[src/rtl/core/bellman_ford_negative_cycle_core_assert.svh]
// ---------------------------------------------------------------------------
// Assertion macros for the Bellman-Ford core
// Implication and invariant checks, clocked on clk, masked during reset.
// ---------------------------------------------------------------------------
`ifndef BELLMAN_FORD_NEGATIVE_CYCLE_CORE_ASSERT_SVH
`define BELLMAN_FORD_NEGATIVE_CYCLE_CORE_ASSERT_SVH

// antecedent true -> consequent true in the same cycle
`define BFNC_ASSERT_IMPLIES(label, ante, cons, msg) \
    label: assert property (@(posedge clk) disable iff (!rst_n) (ante) |-> (cons)) \
        else $error(msg);

// condition holds at every sampled edge out of reset
`define BFNC_ASSERT_ALWAYS(label, cond, msg) \
    label: assert property (@(posedge clk) disable iff (!rst_n) (cond)) \
        else $error(msg);

`endif

[src/rtl/core/bfnc_ram.sv]
// ---------------------------------------------------------------------------
// bfnc_ram
// Generic single-write, single-read RAM with registered read data.
// ---------------------------------------------------------------------------
`default_nettype none

module bfnc_ram #(
    parameter int WIDTH = 8,
    parameter int DEPTH = 64,
    parameter int AW    = (DEPTH > 1) ? $clog2(DEPTH) : 1
) (
    input  wire logic             clk,
    input  wire logic             we,
    input  wire logic [AW-1:0]    waddr,
    input  wire logic [WIDTH-1:0] wdata,
    input  wire logic             re,
    input  wire logic [AW-1:0]    raddr,
    output logic      [WIDTH-1:0] rdata
);

    logic [WIDTH-1:0] mem [DEPTH];
    logic [WIDTH-1:0] rdata_reg;

    always_ff @(posedge clk)
    begin
        if (we)
        begin
            mem[waddr] <= wdata;
        end
        if (re)
        begin
            rdata_reg <= mem[raddr];  // read data holds until next read
        end
    end

    assign rdata = rdata_reg;

endmodule

`default_nettype wire

[config.mk]
export PLATFORM = sky130hd
export DESIGN_NAME = bfnc_ram
export DESIGN_NICKNAME = d
export VERILOG_FILES = /design/src/rtl/core/bellman_ford_negative_cycle_core_assert.svh /design/src/rtl/core/bfnc_ram.sv
export SDC_FILE = /design/constraint.sdc
export NUM_CORES = 1
export LEC_CHECK = 0
export BUFFER_PORTS_ARGS = -buffer_cell sky130_fd_sc_hd__clkbuf_2
export CORE_MARGIN = 2
export CORE_UTILIZATION = 30
export DETAILED_ROUTE_END_ITERATION = 12
export SLEW_MARGIN = 20
export SYNTH_ARGS = -nofsm -noshare
export SYNTH_HDL_FRONTEND = slang
export SYNTH_SLANG_ARGS = --single-unit
[constraint.sdc]
create_clock -name clk -period 4.81 [get_ports clk]
set_input_delay 0.2405 -clock clk [delete_from_list [all_inputs] [get_ports clk]]
set_output_delay 0.2405 -clock clk [all_outputs]
set_load 0.05 [all_outputs]
==> out/metrics.yaml <==
flow_run:
  cap_violations: 0
sta:
  setup_slack_ps: 2340
  setup_viol: 0
  clock_skew_ps: 20.3
  min_period_ps: 2470
  slew_headroom_pct: 28.9
  rsz0062_at_grt: "no"
  fin_setup_tns_ps: 0
  worst_slew_pin_slew_ps: 1060
  max_freq_mhz: 405
  slew_viol_final: 0
  hold_violations: 0
  finalCritPeriodShare_pct: 51.4
clocking:
  cts_max_level: 2
  clock_path_buffers: 3
  post_cts_resized: 0
  tritoncts: "yes"
  cts.hold.buffers_added: 0
  cts_root_buf: "clkbuf_16"
  post-cts-setup-buffers: 0
  insertion_delay_ps: 590
  cts_buffers: 51
  clkSlewWorstSetupHoldPaths_ps: 60
  cts.sinks: 520
yosys:
  ys_seq_area_share_pct: 77.1
  synth-xor-area-share_pct: 0
  yosys.area.top_type: "edfxtp_1"
  synth-simple-area-share_pct: 3.37
  synth_area_leaders: "edfxtp_1 (77%), mux4_2 (14%), nor2_1 (1.5%)"
  synth-seq-cells: 520
  synth_mux_area_share_pct: 15.9
  yosys.area.top_type_share_pct: 77.1
  avgSynthCellArea_um2: 21.5
  synthAdderAreaFrac_pct: 0
  syn_area_um2: 20200
  synth_top_family_by_area: "multiplexers"
  synth_nets: 963
  synth-compound-area-share_pct: 2.06
  synth_cells: 940
  yosys_warnings: 0
  yosysUniqueCellTypes: 39
detailed_routing:
  detail_route.iter0.violations: 983
  routedWlPerCell_um: 24.1
  routed_wl_um: 45800
  ant_nets: 0
  dr.pass1.iters: 5
  viasPerCell: 4.99
  vias: 9458
  drcViolationCount: 0
floorplan:
  core_um2: 67000
  dieWidth_um: 264
  start_util_pct: 30.2
  die_area_um2: 69600
  pin_count: 31
  rows: 95
  die_h_um: 264
worst_setup_path:
  cp.arrival_ps: 2800
  cp.required_ps: 5140
  end_kind: "flip-flop"
  cp-start-kind: "input pin"
  worstSetupPathType: "in -> reg"
  crit_fanout: 57
min_path:
  hold_path.class: "in -> reg"
layout:
  drive_above_1_share_pct: 24.4
  n_fill_cell: 6264
  syn_to_final_growth_pct: 13.0
  largest_reg_flops: 512
  final_nets: 1010
  antenna_cells: 0
placement:
  gp_congestion: 0.794
  portBuffers: 30
  dp_slack_ps: 1700
  hpwl_um: 27400
power_and_ir_drop:
  power_leakage_nw: 6.92
  cellPowerDensity_nw_per_um2: 405
  ir_worst_vdd_uv: 290
grt:
  grtUsageTotal_pct: 13.1
  antenna_found_initial: 1
  overflow: 0
  grt_max_degree: 65
  grt_pass1_vias: 9838
  grt_pass1_wl_um: 67200
status:
  status: "completed"
-- per-stage QoR --
stage / instances / power, mW / utilization, % / cell area [um^2] / hold slack [ps]
3_3_place_gp: 1807 / 5.60 / 31.8 / 21300 / 658
6_report: 1897 / 9.27 / 34.1 / 22900 / 53.4
2_1_floorplan: 940 / 5.42 / - / 20200 / 339
4_1_cts: 1897 / 9.35 / 34.1 / 22900 / 33.8
3_5_place_dp: 1807 / 5.61 / 31.8 / 21300 / 658
5_1_grt: 1897 / 9.54 / 34.1 / 22900 / 49.4
-- per-layer routing --
metal  GRT usage (%)  up-vias  part of all wire (%)
met3            2.66       81                   6.5
met1            17.4     5043                    42
met4            4.58        2                   2.8
li1                -     4031                     -
met2            21.6      301                    49
met5               0        -                 0.024
-- cell usage after synthesis (all sizes together) --
cell     instances
edfxtp         520
mux4           126
nor2            83
buf             34
mux2i           23
nand2           19
clkbuf          17
nor2b           14
mux2            13
nand3           13
o221ai           8
o22ai            8
nand2b           7
nor3             7
a221oi           6
a211oi           4
o21ai            4
a21oi            3
a22oi            3
nand3b           3
o2111ai          3
o2bb2ai          3
a2111oi          2
nand4            2
nor4             2
o21a             2
o221a            2
o32ai            2
o41ai            2
a31oi            1
and2             1
nand4b           1
o311ai           1
or3              1
-- where the power goes --
group / internal (mW) / leakage, nW / switching (mW)
combinational: 0.167 / 1.49 / 0.304
clock: 2.15 / 0.751 / 1.62
sequential: 5.03 / 4.69 / 0.0112
total: 7.34 / 6.92 / 1.93
-- cell usage in the layout (no fill, tap or decap), types with 3 or more instances in the layout --
cell type / instances
nand2b_1: 7
clkinv_2: 3
mux2_2: 13
a221oi_1: 6
a22oi_1: 3
o2111ai_1: 3
nand3b_1: 3
edfxtp_1: 520
mux2i_1: 23
a21oi_1: 3
nand2_1: 19
nor2b_1: 14
a211oi_1: 4
bufinv_16: 3
nand3_1: 13
o22ai_1: 8
buf_4: 17
clkbuf_1: 19
clkbuf_16: 52
o221ai_1: 8
nor2_1: 83
nor3_1: 5
clkinv_1: 9
mux4_2: 126
o2bb2ai_1: 3
clkbuf_2: 26
-- worst paths after layout --
| kind | from | endpoint | slack [ps] | cells past startpoint |
|---|---|---|---|---|
| max | raddr[1] | rdata[0] | 2340 | 7 |
| min | re | rdata[2] | 50 | 1 |
| max reg2reg | mem[29][4] | rdata[4] | 2720 | 5 |
| min reg2reg | mem[31][4] | rdata[4] | 960 | 3 |
-- logic make-up after synthesis --
family,after synthesis
compound gates,54
buf+inv,51
flops,520
mux,162
simple gates,153
-- final cells by class --
class | instances | area, um^2 | share of cell area [%]
clock buffer | 71 | 1370 | 6.00
clock inverter | 19 | 181 | 0.793
multi-input combinational | 369 | 4330 | 18.9
sequential | 520 | 15600 | 68.3
tap | 873 | 1090 | 4.77
timing repair buffer | 45 | 292 | 1.27
-- worst max-delay path, stage by stage --
cell and delay, ps:
buf_4 680, buf_4 460, mux4_2 390, mux4_2 500, nor2_1 190, nor3_1 90, o2bb2ai_1 150
Power figures use the tool's default switching activity.
